===== config.mk =====
export PLATFORM = sky130hd
export DESIGN_NAME = multinomial_row_sampler_top
export DESIGN_NICKNAME = d
export VERILOG_FILES = /design/src/rtl/core/mrs_pkg.sv /design/src/rtl/core/multinomial_row_sampler_top.sv
export VERILOG_INCLUDE_DIRS = /design/src /design/src/rtl/core
export SDC_FILE = /design/constraint.sdc
export NUM_CORES = 2
export LEC_CHECK = 0
export ABC_AREA = 1
export ABC_CLOCK_PERIOD_IN_PS = 14500
export BUFFER_PORTS_ARGS = -buffer_cell sky130_fd_sc_hd__buf_2
export CORE_MARGIN = 4
export CORE_UTILIZATION = 25
export DETAILED_ROUTE_END_ITERATION = 12
export PLACE_DENSITY_LB_ADDON = 0.05
export SLEW_MARGIN = 20
export SYNTH_ARGS = -nofsm -noshare
export SYNTH_HDL_FRONTEND = slang
export SYNTH_SLANG_ARGS = --single-unit

===== constraint.sdc =====
create_clock -name clock -period 14.5 [get_ports clock]
set_input_delay 3.625 -clock clock [delete_from_list [all_inputs] [get_ports clock]]
set_output_delay 3.625 -clock clock [all_outputs]
set_load 0.02 [all_outputs]

===== src/rtl/core/assert_macros.svh =====
// Assertion macros shared by the sampler RTL.
`ifndef ASSERT_MACROS_SVH
`define ASSERT_MACROS_SVH

// Same-cycle implication, sampled on the rising clock edge, off during reset.
`define ASSERT_IMP(lbl, ante, cons, msg) \
   lbl: assert property (@(posedge clock) disable iff (reset) (ante) |-> (cons)) \
      else $error(msg);

// Next-cycle implication, sampled on the rising clock edge, off during reset.
`define ASSERT_NXT(lbl, ante, cons, msg) \
   lbl: assert property (@(posedge clock) disable iff (reset) (ante) |=> (cons)) \
      else $error(msg);

`endif


===== src/rtl/core/mrs_pkg.sv =====
// Types and constants of the multinomial row sampler.
package mrs_pkg;

   localparam int THR_W     = 54;
   localparam int DRAW_W    = 53;
   localparam int CAT_W     = 4;
   localparam int CNT_W     = 31;
   localparam int ROW_W     = 32;
   localparam int CCOUNT_W  = 5;
   localparam int CSR_DATA_W = 64;
   localparam int CSR_ADDR_W = 5;

   localparam logic [63:0] GOLDEN_GAMMA = 64'h9E3779B97F4A7C15;
   localparam logic [63:0] MIX_MUL_A    = 64'hBF58476D1CE4E5B9;
   localparam logic [63:0] MIX_MUL_B    = 64'h94D049BB133111EB;
   localparam logic [63:0] ROW_MUL      = 64'hD1B54A32D192ED03;
   localparam logic [63:0] SEED_RESET   = 64'd7;

   // Register indexes; each register sits at byte address 8 * index.
   localparam logic [1:0] REG_RNG_SEED       = 2'd0;
   localparam logic [1:0] REG_TRIALS_PER_ROW = 2'd1;
   localparam logic [1:0] REG_CATEGORY_COUNT = 2'd2;

   // Input actions.
   localparam logic ACT_WRITE_THRESHOLD = 1'b0;
   localparam logic ACT_SAMPLE_ROW      = 1'b1;

   typedef struct packed {
      logic               action;
      logic [CAT_W-1:0]   entry_index;
      logic [THR_W-1:0]   threshold;
      logic [ROW_W-1:0]   row_index;
   } mrs_req_type;

   typedef struct packed {
      logic [CAT_W-1:0]   category;
      logic [CNT_W-1:0]   hit_count;
      logic               last_category;
   } mrs_rsp_type;

endpackage


===== src/rtl/core/multinomial_row_sampler_top.sv =====
// Multinomial row sampler: splitmix64 draws inverted through a threshold table.
//
//   channel   direction  handshake                      payload
//   request   in         start high while busy low      req_data (mrs_req_type)
//   response  out        rsp_strobe, one cycle, no hold rsp_data (mrs_rsp_type)
//   csr       in/out     psel, penable, pwrite, pready  paddr, pwdata, prdata
//
// A row is seeded, clears the histogram, then runs each trial as an advance,
// two mix steps, up to ceil(log2 d) binary search steps for d categories and
// a histogram update, and finally emits one result per category.
// The seeding and mix steps share one 32x32 multiplier, which builds each
// 64-bit product from three partial products.
// Reset is synchronous; the histogram needs no pass since every row clears it.
// The receiver cannot stall: each result is shown for exactly one cycle.
`include "assert_macros.svh"

module multinomial_row_sampler_top #(
   parameter int MAX_CATEGORIES = 16
) (
   input  logic                              clock,
   input  logic                              reset,
   input  logic                              start,
   output logic                              busy,
   input  mrs_pkg::mrs_req_type              req_data,
   output logic                              rsp_strobe,
   output mrs_pkg::mrs_rsp_type              rsp_data,
   input  logic                              psel,
   input  logic                              penable,
   input  logic                              pwrite,
   input  logic [mrs_pkg::CSR_ADDR_W-1:0]    paddr,
   input  logic [mrs_pkg::CSR_DATA_W-1:0]    pwdata,
   output logic [mrs_pkg::CSR_DATA_W-1:0]    prdata,
   output logic                              pready
);
   import mrs_pkg::*;

   localparam int IDX_W = (MAX_CATEGORIES > 1) ? $clog2(MAX_CATEGORIES) : 1;
   localparam int CMP_W = ($clog2(MAX_CATEGORIES + 1) > CCOUNT_W) ?
                          $clog2(MAX_CATEGORIES + 1) : CCOUNT_W;

   typedef enum logic [11:0] {
      ST_IDLE       = 12'b0000_0000_0001,
      ST_SEED_MUL   = 12'b0000_0000_0010,
      ST_CLEAR      = 12'b0000_0000_0100,
      ST_ADVANCE    = 12'b0000_0000_1000,
      ST_MIX1       = 12'b0000_0001_0000,
      ST_MIX2       = 12'b0000_0010_0000,
      ST_SEARCH_RD  = 12'b0000_0100_0000,
      ST_SEARCH_CMP = 12'b0000_1000_0000,
      ST_HIST_RD    = 12'b0001_0000_0000,
      ST_HIST_WR    = 12'b0010_0000_0000,
      ST_EMIT_RD    = 12'b0100_0000_0000,
      ST_EMIT_OUT   = 12'b1000_0000_0000
   } state_type;

   // Configuration registers.
   logic [63:0]          seed_ff;
   logic [CNT_W-1:0]     trials_ff;
   logic [CCOUNT_W-1:0]  ccount_ff;

   // Control and datapath registers.
   state_type            state_ff, state_in;
   logic [1:0]           mstep_ff, mstep_in;
   logic [63:0]          mul_a_ff, mul_a_in;
   logic [63:0]          prod_ff, prod_in;
   logic [63:0]          acc_ff, acc_in;
   logic [63:0]          gen_ff, gen_in;
   logic [DRAW_W-1:0]    draw_ff, draw_in;
   logic [IDX_W-1:0]     last_ff, last_in;
   logic [IDX_W-1:0]     lo_ff, lo_in;
   logic [IDX_W-1:0]     hi_ff, hi_in;
   logic [IDX_W-1:0]     idx_ff, idx_in;
   logic [CNT_W-1:0]     trial_ff, trial_in;

   // Memories and their registered read data.
   logic [THR_W-1:0]     thr_mem [MAX_CATEGORIES];
   logic [CNT_W-1:0]     hist_mem [MAX_CATEGORIES];
   logic [THR_W-1:0]     thr_rd_ff;
   logic [CNT_W-1:0]     hist_rd_ff;

   logic                 accept;
   logic                 csr_write;
   logic                 thr_we;
   logic [IDX_W-1:0]     srch_mid;
   logic [IDX_W-1:0]     hist_raddr;
   logic                 hist_we;
   logic [IDX_W-1:0]     hist_waddr;
   logic [CNT_W-1:0]     hist_wdata;
   logic [31:0]          pa, pb;
   logic [63:0]          mul_b;
   logic [63:0]          mul_res;
   logic [63:0]          gen_next;
   logic [63:0]          mix_out;
   logic [CMP_W-1:0]     cc_ext;
   logic [IDX_W-1:0]     last_calc;
   logic                 thr_ge;
   logic [IDX_W-1:0]     nlo, nhi;
   logic [CNT_W-1:0]     trial_next;

   assign busy      = (state_ff != ST_IDLE);
   assign accept    = start && !busy;
   assign pready    = 1'b1;
   assign csr_write = psel && penable && pwrite;

   // Configuration port.
   always_ff @(posedge clock) begin
      if (reset) begin
         seed_ff   <= SEED_RESET;
         trials_ff <= '0;
         ccount_ff <= CCOUNT_W'(1);
      end else if (csr_write) begin
         case (paddr[4:3])
            REG_RNG_SEED:       seed_ff   <= pwdata;
            REG_TRIALS_PER_ROW: trials_ff <= pwdata[CNT_W-1:0];
            REG_CATEGORY_COUNT: ccount_ff <= pwdata[CCOUNT_W-1:0];
            default: ;
         endcase
      end
   end

   always_comb begin
      case (paddr[4:3])
         REG_RNG_SEED:       prdata = seed_ff;
         REG_TRIALS_PER_ROW: prdata = {{(CSR_DATA_W-CNT_W){1'b0}}, trials_ff};
         REG_CATEGORY_COUNT: prdata = {{(CSR_DATA_W-CCOUNT_W){1'b0}}, ccount_ff};
         default:            prdata = '0;
      endcase
   end

   // Threshold table.
   assign thr_we = accept && (req_data.action == ACT_WRITE_THRESHOLD) &&
                   (32'(req_data.entry_index) < 32'(MAX_CATEGORIES));
   assign srch_mid = lo_ff + ((hi_ff - lo_ff) >> 1);

   always_ff @(posedge clock) begin
      if (thr_we) begin
         thr_mem[IDX_W'(req_data.entry_index)] <= req_data.threshold;
      end
      thr_rd_ff <= thr_mem[srch_mid];
   end

   // Histogram; each row clears it before its first trial.
   assign hist_raddr = (state_ff == ST_EMIT_RD) ? idx_ff : lo_ff;
   assign hist_we    = (state_ff == ST_CLEAR) || (state_ff == ST_HIST_WR);
   assign hist_waddr = (state_ff == ST_CLEAR) ? idx_ff : lo_ff;
   assign hist_wdata = (state_ff == ST_CLEAR) ? '0 : hist_rd_ff + 1'b1;

   always_ff @(posedge clock) begin
      if (hist_we) begin
         hist_mem[hist_waddr] <= hist_wdata;
      end
      hist_rd_ff <= hist_mem[hist_raddr];
   end

   // Shared multiplier: the low 64 bits of a 64x64 product come from the
   // low-low product plus both cross products shifted up by 32 bits.
   always_comb begin
      case (state_ff)
         ST_SEED_MUL: mul_b = ROW_MUL;
         ST_MIX1:     mul_b = MIX_MUL_A;
         default:     mul_b = MIX_MUL_B;
      endcase
      case (mstep_ff)
         2'd1:    begin pa = mul_a_ff[63:32]; pb = mul_b[31:0];  end
         2'd2:    begin pa = mul_a_ff[31:0];  pb = mul_b[63:32]; end
         default: begin pa = mul_a_ff[31:0];  pb = mul_b[31:0];  end
      endcase
   end

   assign prod_in = pa * pb;
   assign mul_res = acc_ff + {prod_ff[31:0], 32'b0};
   assign gen_next = gen_ff + GOLDEN_GAMMA;
   assign mix_out  = mul_res ^ (mul_res >> 31);

   // Category count clamped to 1..MAX_CATEGORIES, kept as the last index.
   assign cc_ext = CMP_W'(ccount_ff);
   always_comb begin
      if (ccount_ff == '0) begin
         last_calc = '0;
      end else if (cc_ext > CMP_W'(MAX_CATEGORIES)) begin
         last_calc = IDX_W'(MAX_CATEGORIES - 1);
      end else begin
         last_calc = IDX_W'(cc_ext - 1'b1);
      end
   end

   assign thr_ge     = (thr_rd_ff >= {1'b0, draw_ff});
   assign nlo        = thr_ge ? lo_ff : srch_mid + 1'b1;
   assign nhi        = thr_ge ? srch_mid : hi_ff;
   assign trial_next = trial_ff + 1'b1;

   always_comb begin
      state_in = state_ff;
      mstep_in = mstep_ff;
      mul_a_in = mul_a_ff;
      acc_in   = acc_ff;
      gen_in   = gen_ff;
      draw_in  = draw_ff;
      last_in  = last_ff;
      lo_in    = lo_ff;
      hi_in    = hi_ff;
      idx_in   = idx_ff;
      trial_in = trial_ff;

      if ((state_ff == ST_SEED_MUL) || (state_ff == ST_MIX1) || (state_ff == ST_MIX2)) begin
         mstep_in = mstep_ff + 1'b1;
         if (mstep_ff == 2'd1) begin
            acc_in = prod_ff;
         end else if (mstep_ff == 2'd2) begin
            acc_in = mul_res;
         end
      end

      case (state_ff)
         ST_IDLE: begin
            if (accept && (req_data.action == ACT_SAMPLE_ROW)) begin
               mul_a_in = 64'(req_data.row_index) + 64'd1;
               last_in  = last_calc;
               mstep_in = '0;
               state_in = ST_SEED_MUL;
            end
         end
         ST_SEED_MUL: begin
            if (mstep_ff == 2'd3) begin
               gen_in   = seed_ff ^ mul_res;
               idx_in   = '0;
               trial_in = '0;
               state_in = ST_CLEAR;
            end
         end
         ST_CLEAR: begin
            idx_in = idx_ff + 1'b1;
            if (idx_ff == last_ff) begin
               if (trials_ff == '0) begin
                  idx_in   = '0;
                  state_in = ST_EMIT_RD;
               end else begin
                  state_in = ST_ADVANCE;
               end
            end
         end
         ST_ADVANCE: begin
            gen_in   = gen_next;
            mul_a_in = gen_next ^ (gen_next >> 30);
            mstep_in = '0;
            state_in = ST_MIX1;
         end
         ST_MIX1: begin
            if (mstep_ff == 2'd3) begin
               mul_a_in = mul_res ^ (mul_res >> 27);
               state_in = ST_MIX2;
            end
         end
         ST_MIX2: begin
            if (mstep_ff == 2'd3) begin
               draw_in  = mix_out[63:11] | DRAW_W'(1);
               lo_in    = '0;
               hi_in    = last_ff;
               state_in = (last_ff == '0) ? ST_HIST_RD : ST_SEARCH_RD;
            end
         end
         ST_SEARCH_RD: begin
            state_in = ST_SEARCH_CMP;
         end
         ST_SEARCH_CMP: begin
            lo_in    = nlo;
            hi_in    = nhi;
            state_in = (nlo == nhi) ? ST_HIST_RD : ST_SEARCH_RD;
         end
         ST_HIST_RD: begin
            state_in = ST_HIST_WR;
         end
         ST_HIST_WR: begin
            trial_in = trial_next;
            if (trial_next == trials_ff) begin
               idx_in   = '0;
               state_in = ST_EMIT_RD;
            end else begin
               state_in = ST_ADVANCE;
            end
         end
         ST_EMIT_RD: begin
            state_in = ST_EMIT_OUT;
         end
         ST_EMIT_OUT: begin
            idx_in   = idx_ff + 1'b1;
            state_in = (idx_ff == last_ff) ? ST_IDLE : ST_EMIT_RD;
         end
         default: begin
            state_in = ST_IDLE;
         end
      endcase
   end

   always_ff @(posedge clock) begin
      if (reset) begin
         state_ff <= ST_IDLE;
         mstep_ff <= '0;
         gen_ff   <= '0;
         trial_ff <= '0;
         idx_ff   <= '0;
      end else begin
         state_ff <= state_in;
         mstep_ff <= mstep_in;
         gen_ff   <= gen_in;
         trial_ff <= trial_in;
         idx_ff   <= idx_in;
      end
   end

   always_ff @(posedge clock) begin
      mul_a_ff <= mul_a_in;
      prod_ff  <= prod_in;
      acc_ff   <= acc_in;
      draw_ff  <= draw_in;
      last_ff  <= last_in;
      lo_ff    <= lo_in;
      hi_ff    <= hi_in;
   end

   // Results come straight from the histogram read register.
   assign rsp_strobe             = (state_ff == ST_EMIT_OUT);
   assign rsp_data.category      = CAT_W'(idx_ff);
   assign rsp_data.hit_count     = hist_rd_ff;
   assign rsp_data.last_category = (idx_ff == last_ff);

   `ASSERT_IMP(a_strobe_busy, rsp_strobe, busy, "result strobe while idle")
   `ASSERT_NXT(a_last_idle, rsp_strobe && rsp_data.last_category, !busy,
               "block still busy after the last result of a row")
   `ASSERT_IMP(a_search_open, state_ff == ST_SEARCH_CMP, lo_ff < hi_ff,
               "search step taken on an empty interval")
   `ASSERT_IMP(a_cat_range, state_ff == ST_HIST_RD, lo_ff <= last_ff,
               "selected category beyond the categories in use")
   `ASSERT_IMP(a_trial_bound, state_ff == ST_HIST_WR, trial_ff < trials_ff,
               "more trials counted than configured")

endmodule

==> qor.yml <==
yosys:
  synthCells: 11700
  avgSynthCellArea_um2: 9.88
  synth_seq_area_share_pct: 46.7
  ys_ff_latch: 1914
  yosys.area_share.xor_xnor_pct: 1.77
  yosys.area_share.adder_pct: 19.4
  synth_fp_nets: 13100
  synth-async-reset-ratio_pct: 0
  yosys.area_share.simple_pct: 14.2
  synthesis.area_um2: 115000
  synth_compound_area_share_pct: 10.5
  yosys_most_used_dff: "edfxtp_1"
  synth_top_family_by_area: "adder cells"
  synth_cell_types: 71
  synth_edf_count: 1552
  synth.area.mux_share_pct: 0
  yosysWarnings: 0
sta:
  max_freq_mhz: 92.8
  hold_viol: 0
  rsz0062_at_grt: "false"
  worst_pin_slew_ns: 1.27
  fin_crit_sh_pct: 74.3
  setup_viol: 0
  finalSetupTns_ns: 0
  drv_slew: 0
  clock-skew-final_ns: 0.112
  min_period_ns: 10.77
  maxSlewHeadroom_pct: 14.4
route:
  drcViolationCount: 0
  postRouteAntennaNets: 0
  via_per_inst: 4.76
  drtPass1Iterations: 6
  initialDrtViolationCount: 7170
  num_vias: 86700
  wl_per_cell_um: 27.7
  wirelength_mm: 505
final_layout:
  syn2layout_area_growth_pct: 14.5
  fin_nets: 13300
  postLayoutCellArea_um2: 132000
  multi_input_area_um2: 53400
  drive_above_1_share_pct: 8.64
  seqCellArea_um2: 53900
  fillCellCount: 48400
  final_common_cell: "nor2_1"
  mostFrequentLayoutCells: "nor2_1 (1642), nand2_1 (1637), inv_1 (1617)"
  fin_util_pct: 28.7
global_route:
  grt_start_max_net_pins: 195
  grt-ovfl-total: 0
  grt_pass1_vias: 87900
  grt_pass1_wl_mm: 703
  grt_util_all_layers_pct: 20.9
  antenna_found_initial: 63
floorplanning:
  design.die.area_um2: 472000
  rows: 249
  chipWidth_um: 687
  fp.dieH_um: 687
  io-pin-count: 269
  coreArea_um2: 460000
  start_util_pct: 25.1
placement:
  dp_hpwl_mm: 359
  dpl-instance-area_um2: 124000
  port_buffers: 264
  gp_congestion: 0.915
critical_path:
  slowest_stage: "inv_2"
  crit_top_cell: "fa_1"
  path_buf_inv: 8
  cp.arrival_ns: 11.56
  cp-end-kind: "flip-flop"
  start_kind: "flip-flop"
  required_ns: 15.29
  critical_path_class: "flip-flop to flip-flop"
  critical-path-top-delay-family: "adder cells"
  crit_path_max_fanout: 27
  cp_slowest_stage_delay_ns: 0.80
cts:
  post_cts_resized: 0
  cts_setup_buffers: 0
  cts_tree: "built"
  htree_levels: 4
  clk_pin_slew_ns: 0.07
  cts_sinks: 1914
  clockBufferDepth: 4
  clock_latency_ns: 0.93
  cts_root_buffer: "clkbuf_16"
  cts_hold_buffers: 0
  cts_buffers: 234
min_path:
  hold_class: "flip-flop to flip-flop"
status:
  status: "finished clean"
job:
  maxCapViolCount: 0
-- synth_stat cells, types with 9 or more instances --
cell type  count  area [um^2]
ha_1         375         4690
a221oi_1      18          158
o21bai_1      29          218
nor2_2        13         81.3
nand3_1      416         2080
o221ai_1     318         2790
clkinv_1      21         78.8
dfxtp_1      362         7250
buf_1         31          116
a211oi_1       9         67.6
a21o_1        12         90.1
nand4_1       59          369
a21oi_1      364         1820
clkbuf_1     360         1350
o2111ai_1     10         87.6
edfxtp_1    1552        46600
nor4_1        28          175
xor2_1       158         1380
buf_2         94          470
fa_1         884        17700
inv_1       1623         6090
a31oi_1       49          307
nor3_1        64          320
o211ai_1      55          413
nor2_1      1683         6320
xnor2_1       68          596
nand2_1     1641         6160
nand3b_1      15          113
or2_2         55          344
inv_2         26         97.6
nand2_2       13         81.3
o21ai_1       66          330
buf_6         12          135
o21ai_0     1047         5240
o22ai_1       40          250
o21a_1        12         90.1
-- metrics by stage --
stage	cells	hold slack [ns]	worst slack [ns]
floorplan	11700	0.449	6.32
global placement	17800	0.471	3.85
detailed placement	17800	0.475	3.89
CTS	18200	0.482	3.84
global route	18200	0.524	3.31
finish	18200	0.477	3.73
-- cell type report --
cell class	instances	area share (%)
inverters	1671	4.78
diodes	17	0.0322
clock buffers	312	4.96
multi-input cells	7565	40.5
repair buffers	455	2.17
well taps	6149	5.83
flip-flops and latches	1914	40.8
clock inverters	130	0.924
-- worst register-to-register path: cells and delay by family, from the launching register on --
family	cells	cell delay (ns)
adder cells (fa/ha/maj)	9	4.68
AND/OR/NAND/NOR	13	2.89
buffers and inverters	8	1.56
AO/OA/AOI/OAI	4	1.07
flip-flops	1	0.36
XOR/XNOR	1	0.16
-- path summary, 6_finish.rpt --
path | start | endpoint | slack [ns] | cells after the start
max | state_ff[8] | prod_ff[56] | 3.73 | 35
max reg2reg | state_ff[8] | prod_ff[56] | 3.73 | 35
min reg2reg | state_ff[4] | state_ff[4] | 0.48 | 2
min | state_ff[4] | state_ff[4] | 0.48 | 2
-- state kept, by name (all words and copies together) (netlist names) --
name / flops
last_ff: 4
idx_ff: 4
lo_ff: 4
thr_rd_ff: 54
hist_mem: 496
state_ff: 12
seed_ff: 64
mstep_ff: 2
draw_ff: 52
trial_ff: 31
prod_ff: 64
hist_rd_ff: 31
gen_ff: 64
cc_ext: 5
acc_ff: 64
hi_ff: 4
trials_ff: 31
mul_a_ff: 64
thr_mem: 864
-- kinds of logic (layout without fill, tap and decap cells) --
kind of cell / Yosys count / in the layout
AO/OA/AOI/OAI: 2058 / 2058
XOR/XNOR: 229 / 229
adder cells (fa/ha/maj): 1259 / 1259
buffers and inverters: 2179 / 2568
flip-flops: 1914 / 1914
other: 1 / 18
AND/OR/NAND/NOR: 4018 / 4018
-- layer usage --
metal	global-route usage [%]	vias to the layer above	routed length (um)
li1	-	39200	-
met1	30.0	44600	237000
met2	33.4	2351	229000
met3	3.01	473	26300
met4	4.60	18	12000
met5	0	-	103
Power is left out: the tool's default activity adds up to more than one toggle a clock period on the data nets, which glitch-free logic cannot reach.
